<file path="src/sv/prrs_pkg.sv">
// Shared types and constants of the priority round robin scheduler.
`timescale 1ns / 1ps

package prrs_pkg;

    localparam int OPCODE_W   = 1;
    localparam int SLOT_IN_W  = 4;
    localparam int ID_W       = 16;
    localparam int ARRIVAL_W  = 16;
    localparam int BURST_W    = 16;
    localparam int PRIO_W     = 8;
    localparam int KIND_W     = 2;
    localparam int TIME_OUT_W = 20;
    localparam int SLICE_W    = 16;
    localparam int COUNT_W    = 5;
    localparam int QUANTUM_W  = 16;
    localparam int CFG_IDX_W  = 1;
    localparam int CFG_DATA_W = 16;
    localparam int ROT_W      = 32;

    localparam logic [OPCODE_W-1:0] OP_LOAD     = 1'b0;
    localparam logic [OPCODE_W-1:0] OP_DISPATCH = 1'b1;

    localparam logic [CFG_IDX_W-1:0] CFG_TASK_COUNT   = 1'b0;
    localparam logic [CFG_IDX_W-1:0] CFG_TIME_QUANTUM = 1'b1;

    typedef enum logic [KIND_W-1:0] {
        KIND_LOAD     = 2'd0,
        KIND_SLICE    = 2'd1,
        KIND_IDLE     = 2'd2,
        KIND_ALL_DONE = 2'd3
    } t_kind;

    typedef struct packed {
        logic [ID_W-1:0]      id;
        logic [ARRIVAL_W-1:0] arrival;
        logic [BURST_W-1:0]   burst;
        logic [BURST_W-1:0]   remaining;
        logic [PRIO_W-1:0]    prio;
    } t_task;

    typedef struct packed {
        t_kind                 kind;
        logic [SLOT_IN_W-1:0]  run_slot;
        logic [ID_W-1:0]       run_task_id;
        logic [TIME_OUT_W-1:0] start_time;
        logic [SLICE_W-1:0]    slice_length;
        logic                  finished;
        logic [TIME_OUT_W-1:0] completion_time;
        logic [TIME_OUT_W-1:0] turnaround;
        logic [TIME_OUT_W-1:0] waiting;
    } t_result;

endpackage

</file>
<file path="src/sv/priority_round_robin_scheduler.sv">
// Top level of the priority round robin scheduler: sequencer and state.
`timescale 1ns / 1ps

// A command is taken when start is high and busy is low. A load writes one
// task slot and its result appears on the next cycle; busy stays low, so
// loads may be issued back to back. A dispatch that finds every task done
// also answers on the next cycle. Any other dispatch raises busy and runs a
// sequence: one pass over the used slots to find the best ready priority
// and its tie count, a bit-serial remainder of the rotation counter by that
// count, a second pass that picks the tied slot, and four update states.
// The length of a slice dispatch is set by the two passes over the single
// read port of the task memory and the 32 steps of the remainder unit; an
// idle tick ends after the first pass. Each result is shown for exactly one
// cycle with o_strobe high and the receiver cannot stall it. Configuration
// writes land at once through i_cfg_we. Reset clears time, the finished
// count, the rotation counter and the sequencer; the task memory is not
// cleared and must be loaded before use.
module priority_round_robin_scheduler #(
    parameter int MAX_TASKS = 16,
    parameter int TIME_BITS = 20
) (
    input  logic                                i_clk,
    input  logic                                i_rst_n,
    input  logic                                start,
    output logic                                busy,
    input  logic [prrs_pkg::OPCODE_W-1:0]       i_opcode,
    input  logic [prrs_pkg::SLOT_IN_W-1:0]      i_slot,
    input  logic [prrs_pkg::ID_W-1:0]           i_task_id,
    input  logic [prrs_pkg::ARRIVAL_W-1:0]      i_arrival,
    input  logic [prrs_pkg::BURST_W-1:0]        i_burst,
    input  logic [prrs_pkg::PRIO_W-1:0]         i_priority_req,
    input  logic                                i_cfg_we,
    input  logic [prrs_pkg::CFG_IDX_W-1:0]      i_cfg_idx,
    input  logic [prrs_pkg::CFG_DATA_W-1:0]     i_cfg_data,
    output logic                                o_strobe,
    output logic [prrs_pkg::KIND_W-1:0]         o_kind,
    output logic [prrs_pkg::SLOT_IN_W-1:0]      o_run_slot,
    output logic [prrs_pkg::ID_W-1:0]           o_run_task_id,
    output logic [prrs_pkg::TIME_OUT_W-1:0]     o_start_time,
    output logic [prrs_pkg::SLICE_W-1:0]        o_slice_length,
    output logic                                o_finished,
    output logic [prrs_pkg::TIME_OUT_W-1:0]     o_completion_time,
    output logic [prrs_pkg::TIME_OUT_W-1:0]     o_turnaround,
    output logic [prrs_pkg::TIME_OUT_W-1:0]     o_waiting
);
    import prrs_pkg::*;

    localparam int SLOT_W = $clog2(MAX_TASKS);
    localparam int CNT_W  = $clog2(MAX_TASKS + 1);
    localparam logic [TIME_BITS-1:0] TIME_MAX = '1;

    typedef enum logic [7:0] {
        S_IDLE     = 8'b0000_0001,
        S_SCAN1    = 8'b0000_0010,
        S_MOD      = 8'b0000_0100,
        S_SCAN2    = 8'b0000_1000,
        S_SLICE    = 8'b0001_0000,
        S_ADVANCE  = 8'b0010_0000,
        S_COMPLETE = 8'b0100_0000,
        S_REPORT   = 8'b1000_0000
    } t_state;

    t_state                r_state;
    t_state                n_state;
    logic [COUNT_W-1:0]    r_task_count;
    logic [QUANTUM_W-1:0]  r_quantum;
    logic [TIME_BITS-1:0]  r_time;
    logic [COUNT_W-1:0]    r_fin_count;
    logic [ROT_W-1:0]      r_rot;
    logic [CNT_W-1:0]      r_scan_idx;
    logic                  r_chk_valid;
    logic [SLOT_W-1:0]     r_chk_idx;
    logic [PRIO_W:0]       r_best;
    logic [CNT_W-1:0]      r_cnt;
    logic [CNT_W-1:0]      r_pick;
    logic [CNT_W-1:0]      r_k;
    logic                  r_sel_found;
    logic [SLOT_W-1:0]     r_sel_idx;
    t_task                 r_sel;
    logic [SLICE_W-1:0]    r_ex;
    logic [TIME_BITS-1:0]  r_start;
    logic [TIME_BITS-1:0]  r_tat;
    logic                  r_strobe;
    t_result               r_res;
    t_result               n_res;
    logic                  n_strobe;

    logic                  w_accept;
    logic [CNT_W-1:0]      w_used;
    logic                  w_scan_end;
    logic                  w_ready;
    logic                  w_tied;
    logic                  w_mem_we;
    logic [SLOT_W-1:0]     w_mem_waddr;
    t_task                 w_mem_wdata;
    t_task                 w_rdata;
    logic                  w_mod_start;
    logic                  w_mod_done;
    logic [CNT_W-1:0]      w_mod_rem;
    logic [QUANTUM_W-1:0]  w_q;
    logic [TIME_BITS:0]    w_sum;
    logic [TIME_BITS-1:0]  w_wait;

    assign w_accept = start && (r_state == S_IDLE);
    assign busy     = (r_state != S_IDLE);

    always_comb begin
        if (32'(r_task_count) > MAX_TASKS) begin
            w_used = CNT_W'(MAX_TASKS);
        end else begin
            w_used = CNT_W'(r_task_count);
        end
    end

    assign w_scan_end = (r_scan_idx == w_used) && !r_chk_valid;
    assign w_ready    = r_chk_valid && (TIME_BITS'(w_rdata.arrival) <= r_time)
                        && (w_rdata.remaining != '0);
    assign w_tied     = w_ready && ({1'b0, w_rdata.prio} == r_best);

    assign w_q   = (r_quantum == '0) ? QUANTUM_W'(1) : r_quantum;
    assign w_sum = {1'b0, r_time} + (TIME_BITS + 1)'(r_ex);
    assign w_wait = (r_tat >= TIME_BITS'(r_sel.burst)) ?
                    (r_tat - TIME_BITS'(r_sel.burst)) : '0;

    always_comb begin
        w_mem_we    = 1'b0;
        w_mem_waddr = r_sel_idx;
        w_mem_wdata = r_sel;
        if (w_accept && (i_opcode == OP_LOAD) && (32'(i_slot) < MAX_TASKS)) begin
            w_mem_we          = 1'b1;
            w_mem_waddr       = SLOT_W'(i_slot);
            w_mem_wdata.id        = i_task_id;
            w_mem_wdata.arrival   = i_arrival;
            w_mem_wdata.burst     = i_burst;
            w_mem_wdata.remaining = i_burst;
            w_mem_wdata.prio      = i_priority_req;
        end else if (r_state == S_ADVANCE) begin
            w_mem_we              = 1'b1;
            w_mem_wdata.remaining = r_sel.remaining - r_ex;
        end
    end

    prrs_task_ram #(
        .DEPTH  (MAX_TASKS),
        .ADDR_W (SLOT_W)
    ) u_task_ram (
        .i_clk   (i_clk),
        .i_we    (w_mem_we),
        .i_waddr (w_mem_waddr),
        .i_wdata (w_mem_wdata),
        .i_raddr (r_scan_idx[SLOT_W-1:0]),
        .o_rdata (w_rdata)
    );

    prrs_rem_unit #(
        .DVD_W (ROT_W),
        .DSR_W (CNT_W)
    ) u_rem_unit (
        .i_clk       (i_clk),
        .i_rst_n     (i_rst_n),
        .i_start     (w_mod_start),
        .i_dividend  (r_rot),
        .i_divisor   (r_cnt),
        .o_done      (w_mod_done),
        .o_remainder (w_mod_rem)
    );

    always_comb begin
        n_state     = r_state;
        n_strobe    = 1'b0;
        n_res       = '0;
        w_mod_start = 1'b0;
        unique case (r_state)
            S_IDLE: begin
                if (w_accept) begin
                    n_strobe = 1'b1;
                    if (i_opcode == OP_LOAD) begin
                        n_res.kind = KIND_LOAD;
                    end else if (r_fin_count >= r_task_count) begin
                        n_res.kind       = KIND_ALL_DONE;
                        n_res.start_time = TIME_OUT_W'(r_time);
                    end else begin
                        n_strobe = 1'b0;
                        n_state  = S_SCAN1;
                    end
                end
            end
            S_SCAN1: begin
                if (w_scan_end) begin
                    if (r_best[PRIO_W]) begin
                        n_strobe         = 1'b1;
                        n_res.kind       = KIND_IDLE;
                        n_res.start_time = TIME_OUT_W'(r_time);
                        n_state          = S_IDLE;
                    end else begin
                        w_mod_start = 1'b1;
                        n_state     = S_MOD;
                    end
                end
            end
            S_MOD: begin
                if (w_mod_done) begin
                    n_state = S_SCAN2;
                end
            end
            S_SCAN2: begin
                if (w_scan_end) begin
                    n_state = S_SLICE;
                end
            end
            S_SLICE: begin
                n_state = S_ADVANCE;
            end
            S_ADVANCE: begin
                n_state = S_COMPLETE;
            end
            S_COMPLETE: begin
                n_state = S_REPORT;
            end
            S_REPORT: begin
                n_strobe           = 1'b1;
                n_res.kind         = KIND_SLICE;
                n_res.run_slot     = SLOT_IN_W'(r_sel_idx);
                n_res.run_task_id  = r_sel.id;
                n_res.start_time   = TIME_OUT_W'(r_start);
                n_res.slice_length = r_ex;
                if (r_sel.remaining == '0) begin
                    n_res.finished        = 1'b1;
                    n_res.completion_time = TIME_OUT_W'(r_time);
                    n_res.turnaround      = TIME_OUT_W'(r_tat);
                    n_res.waiting         = TIME_OUT_W'(w_wait);
                end
                n_state = S_IDLE;
            end
            default: begin
                n_state = S_IDLE;
            end
        endcase
    end

    always_ff @(posedge i_clk) begin
        if (!i_rst_n) begin
            r_state      <= S_IDLE;
            r_strobe     <= 1'b0;
            r_task_count <= COUNT_W'(1);
            r_quantum    <= QUANTUM_W'(1);
            r_time       <= '0;
            r_fin_count  <= '0;
            r_rot        <= '0;
        end else begin
            r_state  <= n_state;
            r_strobe <= n_strobe;
            if (i_cfg_we) begin
                unique case (i_cfg_idx)
                    CFG_TASK_COUNT:   r_task_count <= i_cfg_data[COUNT_W-1:0];
                    CFG_TIME_QUANTUM: r_quantum    <= i_cfg_data[QUANTUM_W-1:0];
                    default: ;
                endcase
            end
            if ((r_state == S_SCAN1) && w_scan_end && r_best[PRIO_W]
                    && (r_time != TIME_MAX)) begin
                r_time <= r_time + 1'b1;
            end
            if (r_state == S_MOD && w_mod_done) begin
                r_rot <= r_rot + 1'b1;
            end
            if (r_state == S_ADVANCE) begin
                r_time <= w_sum[TIME_BITS] ? TIME_MAX : w_sum[TIME_BITS-1:0];
            end
            if ((r_state == S_COMPLETE) && (r_sel.remaining == '0)
                    && (r_fin_count != '1)) begin
                r_fin_count <= r_fin_count + 1'b1;
            end
        end
    end

    always_ff @(posedge i_clk) begin
        r_res <= n_res;
        if (r_state == S_IDLE || (r_state == S_MOD && w_mod_done)) begin
            r_scan_idx  <= '0;
            r_chk_valid <= 1'b0;
            r_k         <= '0;
            r_sel_found <= 1'b0;
        end else if (r_state == S_SCAN1 || r_state == S_SCAN2) begin
            r_chk_idx <= r_scan_idx[SLOT_W-1:0];
            if (r_scan_idx < w_used) begin
                r_scan_idx  <= r_scan_idx + 1'b1;
                r_chk_valid <= 1'b1;
            end else begin
                r_chk_valid <= 1'b0;
            end
        end
        if (r_state == S_IDLE) begin
            r_best <= {1'b1, {PRIO_W{1'b0}}};
            r_cnt  <= '0;
        end else if (r_state == S_SCAN1 && w_ready) begin
            if ({1'b0, w_rdata.prio} < r_best) begin
                r_best <= {1'b0, w_rdata.prio};
                r_cnt  <= CNT_W'(1);
            end else if ({1'b0, w_rdata.prio} == r_best) begin
                r_cnt <= r_cnt + 1'b1;
            end
        end
        if (r_state == S_MOD && w_mod_done) begin
            r_pick <= w_mod_rem;
        end
        if (r_state == S_SCAN2 && w_tied && !r_sel_found) begin
            if (r_k == r_pick) begin
                r_sel_found <= 1'b1;
                r_sel       <= w_rdata;
                r_sel_idx   <= r_chk_idx;
            end else begin
                r_k <= r_k + 1'b1;
            end
        end
        if (r_state == S_SLICE) begin
            r_ex <= (r_sel.remaining > w_q) ? w_q : r_sel.remaining;
        end
        if (r_state == S_ADVANCE) begin
            r_start         <= r_time;
            r_sel.remaining <= r_sel.remaining - r_ex;
        end
        if (r_state == S_COMPLETE) begin
            r_tat <= r_time - TIME_BITS'(r_sel.arrival);
        end
    end

    assign o_strobe          = r_strobe;
    assign o_kind            = r_res.kind;
    assign o_run_slot        = r_res.run_slot;
    assign o_run_task_id     = r_res.run_task_id;
    assign o_start_time      = r_res.start_time;
    assign o_slice_length    = r_res.slice_length;
    assign o_finished        = r_res.finished;
    assign o_completion_time = r_res.completion_time;
    assign o_turnaround      = r_res.turnaround;
    assign o_waiting         = r_res.waiting;

    a_accept_answers: assert property (@(posedge i_clk) disable iff (!i_rst_n)
        (start && !busy) |=> (o_strobe || busy))
        else $error("Accepted command neither answered nor in progress.");

    a_pick_in_range: assert property (@(posedge i_clk) disable iff (!i_rst_n)
        (r_state == S_SCAN2) |-> (r_pick < r_cnt))
        else $error("Rotation pick is not below the tie count.");

    a_slot_selected: assert property (@(posedge i_clk) disable iff (!i_rst_n)
        (r_state == S_SLICE) |-> r_sel_found)
        else $error("Second pass ended without selecting a slot.");

    a_time_monotonic: assert property (@(posedge i_clk) disable iff (!i_rst_n)
        $past(i_rst_n) |-> (r_time >= $past(r_time)))
        else $error("Current time moved backward.");

endmodule

</file>
<file path="src/sv/prrs_task_ram.sv">
// Task table memory with one write port and one registered read port.
`timescale 1ns / 1ps

module prrs_task_ram #(
    parameter int DEPTH  = 16,
    parameter int ADDR_W = 4
) (
    input  logic                  i_clk,
    input  logic                  i_we,
    input  logic [ADDR_W-1:0]     i_waddr,
    input  prrs_pkg::t_task       i_wdata,
    input  logic [ADDR_W-1:0]     i_raddr,
    output prrs_pkg::t_task       o_rdata
);
    import prrs_pkg::*;

    t_task r_mem [DEPTH];
    t_task r_rdata;

    always_ff @(posedge i_clk) begin
        if (i_we) begin
            r_mem[i_waddr] <= i_wdata;
        end
    end

    always_ff @(posedge i_clk) begin
        r_rdata <= r_mem[i_raddr];
    end

    assign o_rdata = r_rdata;

endmodule

</file>
<file path="src/sv/prrs_rem_unit.sv">
// Bit-serial restoring remainder unit, one dividend bit per cycle.
`timescale 1ns / 1ps

module prrs_rem_unit #(
    parameter int DVD_W = 32,
    parameter int DSR_W = 5
) (
    input  logic             i_clk,
    input  logic             i_rst_n,
    input  logic             i_start,
    input  logic [DVD_W-1:0] i_dividend,
    input  logic [DSR_W-1:0] i_divisor,
    output logic             o_done,
    output logic [DSR_W-1:0] o_remainder
);
    import prrs_pkg::*;

    localparam int STEP_W = $clog2(DVD_W);

    logic              r_busy;
    logic              r_done;
    logic [STEP_W-1:0] r_step;
    logic [DVD_W-1:0]  r_dvd;
    logic [DSR_W-1:0]  r_dsr;
    logic [DSR_W-1:0]  r_rem;
    logic [DSR_W:0]    w_trial;
    logic [DSR_W:0]    w_diff;
    logic [DSR_W-1:0]  n_rem;

    always_comb begin
        w_trial = {r_rem, r_dvd[DVD_W-1]};
        w_diff  = w_trial - {1'b0, r_dsr};
        if (w_trial >= {1'b0, r_dsr}) begin
            n_rem = w_diff[DSR_W-1:0];
        end else begin
            n_rem = w_trial[DSR_W-1:0];
        end
    end

    always_ff @(posedge i_clk) begin
        if (!i_rst_n) begin
            r_busy <= 1'b0;
            r_done <= 1'b0;
            r_step <= '0;
        end else begin
            r_done <= 1'b0;
            if (i_start) begin
                r_busy <= 1'b1;
                r_step <= STEP_W'(DVD_W - 1);
            end else if (r_busy) begin
                r_step <= r_step - 1'b1;
                if (r_step == '0) begin
                    r_busy <= 1'b0;
                    r_done <= 1'b1;
                end
            end
        end
    end

    always_ff @(posedge i_clk) begin
        if (i_start) begin
            r_dvd <= i_dividend;
            r_dsr <= i_divisor;
            r_rem <= '0;
        end else if (r_busy) begin
            r_dvd <= {r_dvd[DVD_W-2:0], 1'b0};
            r_rem <= n_rem;
        end
    end

    assign o_done      = r_done;
    assign o_remainder = r_rem;

endmodule
</file>
<file path="config.mk">
export PLATFORM = sky130hd
export DESIGN_NAME = priority_round_robin_scheduler
export DESIGN_NICKNAME = d
export VERILOG_FILES = /design/src/sv/prrs_pkg.sv /design/src/sv/priority_round_robin_scheduler.sv /design/src/sv/prrs_task_ram.sv /design/src/sv/prrs_rem_unit.sv
export SDC_FILE = /design/constraint.sdc
export NUM_CORES = 2
export LEC_CHECK = 0
export ABC_CLOCK_PERIOD_IN_PS = 11100
export BUFFER_PORTS_ARGS = -buffer_cell sky130_fd_sc_hd__buf_2
export CAP_MARGIN = 20
export CORE_MARGIN = 2
export CORE_UTILIZATION = 50
export CTS_CLUSTER_DIAMETER = 60
export DETAILED_ROUTE_END_ITERATION = 10
export PLACE_DENSITY = 0.72
export SYNTH_ARGS = -nofsm -noshare
export SYNTH_HDL_FRONTEND = slang
export SYNTH_HIERARCHICAL = 1
export SYNTH_SLANG_ARGS = --single-unit
</file>
<file path="constraint.sdc">
create_clock -name i_clk -period 11.1 [get_ports i_clk]
set_clock_uncertainty 0.15 [all_clocks]
set_input_delay 2.22 -clock i_clk [delete_from_list [all_inputs] [get_ports i_clk]]
set_output_delay 2.22 -clock i_clk [all_outputs]
set_load 0.01 [all_outputs]
</file>
==> impl_summary.txt <==
----------------------------------------------------
[Outcome]
  Outcome ... complete, no violations

[Detailed routing]
  Number of nets with antenna violations after detailed routing ... 0
  DR DRC count ... 0
  Wire length per cell after detailed routing ... 25.7 um
  Total Routed Length ... 156,000 um
  Via total after detailed routing ... 35.9k
  Number of detailed-routing iterations run before antenna repair ... 8
  Number of DRC markers in iteration 0 ... 3,891
  Drt via density ... 5.89

[Placed design]
  Dpl hpwl ... 98,200 um
  Port bufs ... 202
  Routability cong. ... 0.903

[Synth]
  Post-Syn Instances ... 3,905
  Count of yosys warnings during synthesis ... 6
  Netlist area before placement ... 0.0649 sq mm
  Number of enable flip-flop cells after synthesis ... 1,330
  Sequential element share of the synthesized area ... 71.2%
  Average cell area after synthesis ... 16.6 sq um
  Post-Syn Nets ... 4,118
  Share of the synthesized area in the top cell type ... 61.5%
  #FFs+latches synth ... 1,646
  Primary flip-flop cell chosen by synthesis mapping ... sky130_fd_sc_hd__edfxtp_1
  Largest area contributor in the synthesized netlist ... sky130_fd_sc_hd__edfxtp_1
  Number of distinct library cells after synthesis ... 83
  Leading cell types by total area after synthesis ... sky130_fd_sc_hd__edfxtp_1, sky130_fd_sc_hd__mux4_2, sky130_fd_sc_hd__dfxtp_1
  Share of flip-flops with an asynchronous set or reset ... 0%

[Pwr]
  Gate power share ... 6.2%
  Power density over cell area ... 180 mW/mm^2
  Clock group share of total power ... 41.0%
  Worst VDD drop ... 0.142 mV
  Reported net switching power ... 0.00293 W
  Share of total power in sequential cells ... 52.8%
  Leakage power ... 25.0 nW
  Internal Power ... 0.0103 W
  Switching power as a share of total power ... 22.2%

[GRT]
  Global-route layer with the greatest usage ... met2
  Number of antenna violations at the first check in global routing ... 8
  GRT Overall Usage ... 23.6%
  GRT met1 Usage ... 32.2%
  Met3 usage ... 5.25%
  Largest net degree at the start of global routing ... 107
  Vias in the first global route ... 35.7k
  First-pass GRT wire length ... 231,000 um
  Routing usage on met2 ... 37.8%
  Remaining Overflow, GRT ... 0

[Critical path]
  Kind of end point of the critical path ... register
  Most frequent CP cell ... sky130_fd_sc_hd__nand2_1
  Reg-to-reg critical path endpoint ... u_task_ram/r_mem[10][19]
  Reg-to-reg startpoint ... r_state[4]
  Largest fanout on the critical path ... 48
  Required @ worst endpoint ... 11.35 ns
  Crit Path Category ... register to register
  WP data arrival ... 6.04 ns
  R2R depth ... 10
  Category of cells accounting for the largest share of critical-path delay ... simple AND/OR/NAND/NOR gates
  Critical path cell sequence ... nor4_1 -> nor3b_1 -> and3_1 -> nand2_1 -> or2_2 -> nand2_1 -> nand2_1 -> nand2b_1 -> nor2_4 -> buf_4
  Worst-path cell with the longest stage delay ... sky130_fd_sc_hd__nor2_4
  CP Launch Type ... register
  Buf/Inv on CP ... 1
  Worst reg2reg setup slack ... 5.31 ns
  Largest incremental delay on the critical path ... 0.87 ns

[Floorplan]
  Effective utilization at floorplan ... 50.3%
  Total Die Area ... 0.133 sq mm
  Die outline width ... 364 um
  Number of primary I/O pins ... 203
  Core area ... 0.129 sq mm
  Height of the chip ... 364 um
  Number of placement rows ... 132

[Timing]
  Setup repair after global routing missed its margin ... false
  Maximum clock frequency ... 173 MHz
  Number of hold violations in the final report ... 0
  Slew HR ... 22.3%
  Setup-violating endpoint count in the final report ... 0
  Min Tclk post-route ... 5.79 ns
  Setup TNS ... 0 ns
  Slew at the pin with the worst max-slew slack ... 1.17 ns
  Final clock period utilization by the worst path ... 52.1%
  Minimum hold slack ... 0.254 ns
  Number of slew-limit violations in the final report ... 0

[Finish]
  Filler Cell Count ... 9,729
  Post-layout net count ... 4,420
  Fraction of layout cells with a size suffix above 1 ... 21.2%
  Core occupancy in the finished layout ... 56.9%
  Most frequent cells in the layout ... sky130_fd_sc_hd__edfxtp_1, sky130_fd_sc_hd__nand2_1, sky130_fd_sc_hd__dfxtp_1
  Most common cell after layout, fill and taps aside ... sky130_fd_sc_hd__edfxtp_1
  Area growth, synth to finish ... 13.2%

[Clock tree]
  Clk buf depth ... 3
  Skew-Pair Late Insertion Delay ... 0.80 ns
  Number of buffers created by CTS ... 163
  Root buffer cell ... sky130_fd_sc_hd__clkbuf_16
  Number of H-tree levels ... 4
  Clock sink count ... 1,646
  # Post-CTS Setup Buffers ... 0
  Hold buffer count at CTS ... 0
  Number of gates given a new drive strength after cts ... 0
  Clk pin slew, worst setup/hold paths ... 0.06 ns
  CTS tree ... built

[Worst hold path]
  Hold wc startpoint ... u_task_ram/o_rdata[29]
  Hold Crit Class ... register to register
  Number of cells on the worst hold path ... 0
  Capture endpoint of the worst hold path ... r_sel[29]

[Job]
  Max cap viols ... 0

----------------------------------------------------
-- through the flow --
step | cells | power (W) | worst slack (ns) | area, sq um
2_1_floorplan | 3905 | 0.00764 | 1.91 | 64900
3_3_place_gp | 5774 | 0.00789 | 4.49 | 68200
3_5_place_dp | 5780 | 0.00792 | 4.41 | 68200
4_1_cts | 6077 | 0.0133 | 5.07 | 73500
5_1_grt | 6081 | 0.0136 | 5.09 | 73500
6_report | 6085 | 0.0132 | 5.31 | 73500
-- final cells by class --
| class | instances | area (sq um) | area share, % |
|---|---|---|---|
| antenna | 4 | 10.0 | 0.0136 |
| clock buffer | 215 | 4430 | 6.02 |
| clock inverter | 82 | 815 | 1.11 |
| inverter | 138 | 518 | 0.705 |
| multi-input combinational | 1955 | 17500 | 23.8 |
| sequential | 1646 | 46300 | 62.9 |
| tap | 1742 | 2180 | 2.96 |
| timing repair buffer | 303 | 1800 | 2.44 |
-- kinds of logic after synthesis --
kind of cell             count (synthesis)  synth area share, %
flip-flops                            1646                 71.2
buffers and inverters                  304                 2.07
multiplexers                           345                 10.9
AO/OA/AOI/OAI                          547                 5.60
XOR/XNOR                               110                 1.48
adder cells (fa/ha/maj)                131                 2.58
AND/OR/NAND/NOR                        822                 6.11
-- cell usage after synthesis, types with 5 or more instances --
cell,number
sky130_fd_sc_hd__nor2_1,131
sky130_fd_sc_hd__o21ai_0,126
sky130_fd_sc_hd__nand3_1,40
sky130_fd_sc_hd__a22oi_1,145
sky130_fd_sc_hd__fa_1,5
sky130_fd_sc_hd__a21boi_0,17
sky130_fd_sc_hd__and3_1,18
sky130_fd_sc_hd__o211ai_1,8
sky130_fd_sc_hd__mux2i_1,26
sky130_fd_sc_hd__or2_2,8
sky130_fd_sc_hd__nand4_1,36
sky130_fd_sc_hd__dfxtp_1,316
sky130_fd_sc_hd__or3_1,18
sky130_fd_sc_hd__a21oi_1,99
sky130_fd_sc_hd__o31a_1,6
sky130_fd_sc_hd__nor4_1,20
sky130_fd_sc_hd__o31ai_1,5
sky130_fd_sc_hd__mux2_2,31
sky130_fd_sc_hd__mux4_2,288
sky130_fd_sc_hd__a211oi_1,9
sky130_fd_sc_hd__ha_1,126
sky130_fd_sc_hd__nor3_1,49
sky130_fd_sc_hd__buf_6,19
sky130_fd_sc_hd__edfxtp_1,1330
sky130_fd_sc_hd__buf_1,9
sky130_fd_sc_hd__nand2_1,348
sky130_fd_sc_hd__a31oi_1,10
sky130_fd_sc_hd__buf_2,16
sky130_fd_sc_hd__nand2b_1,17
sky130_fd_sc_hd__a22o_1,24
sky130_fd_sc_hd__nor2b_1,23
sky130_fd_sc_hd__inv_1,136
sky130_fd_sc_hd__and2_1,73
sky130_fd_sc_hd__o21a_1,20
sky130_fd_sc_hd__a21o_1,45
sky130_fd_sc_hd__nand4b_1,5
sky130_fd_sc_hd__xnor2_1,72
sky130_fd_sc_hd__clkbuf_1,112
sky130_fd_sc_hd__buf_4,9
sky130_fd_sc_hd__xor2_1,38
sky130_fd_sc_hd__nand3b_1,7
-- worst max path at each step --
| stage | cells after the start | from | slack, ns | end |
|---|---|---|---|---|
| finish | 10 | r_state[4] | 5.31 | u_task_ram/r_mem[10][19] |
| CTS | 10 | r_state[4] | 5.07 | u_task_ram/r_mem[13][34] |
| global placement | 8 | start | 4.49 | u_task_ram/r_mem[13][26] |
| global route | 10 | r_state[4] | 5.09 | u_task_ram/r_mem[10][19] |
| floorplan | 8 | start | 1.91 | u_task_ram/r_mem[0][0] |
| detailed placement | 8 | start | 4.41 | u_task_ram/r_mem[13][26] |
-- worst reg2reg max path, delay by kind of cell, from the launching register on --
family	cells	cell delay (ns)
flops	1	0.39
simple gates	9	4.00
buf+inv	1	0.81
-- state kept, by name, indices dropped and copies added, names as in the netlist, 20 cells and up --
| name | count |
|---|---|
| r_start | 20 |
| u_rem_unit/r_dvd | 32 |
| o_completion_time | 20 |
| o_turnaround | 20 |
| u_task_ram/o_rdata | 72 |
| o_start_time | 20 |
| r_sel | 72 |
| o_waiting | 20 |
| r_time | 20 |
| u_task_ram/r_mem | 1152 |
| r_rot | 32 |
| r_tat | 20 |
-- power groups by stage --
stage | registers (W) | clock network [W] | logic, W
after floorplan | 0.00709 | 0 | 0.000544
after global placement | 0.00710 | 0 | 0.000786
after detailed placement | 0.00711 | 0 | 0.000813
after CTS | 0.00698 | 0.00550 | 0.000819
after global routing | 0.00698 | 0.00572 | 0.000895
final | 0.00698 | 0.00542 | 0.000823
-- metal layers --
| layer | routed length (um) | part of all wire, % |
|---|---|---|
| met1 | 63500 | 41 |
| met2 | 74400 | 48 |
| met3 | 13800 | 8.9 |
| met4 | 4510 | 2.9 |
| met5 | 13 | 0.0083 |
(Power assumes the default switching activity.)
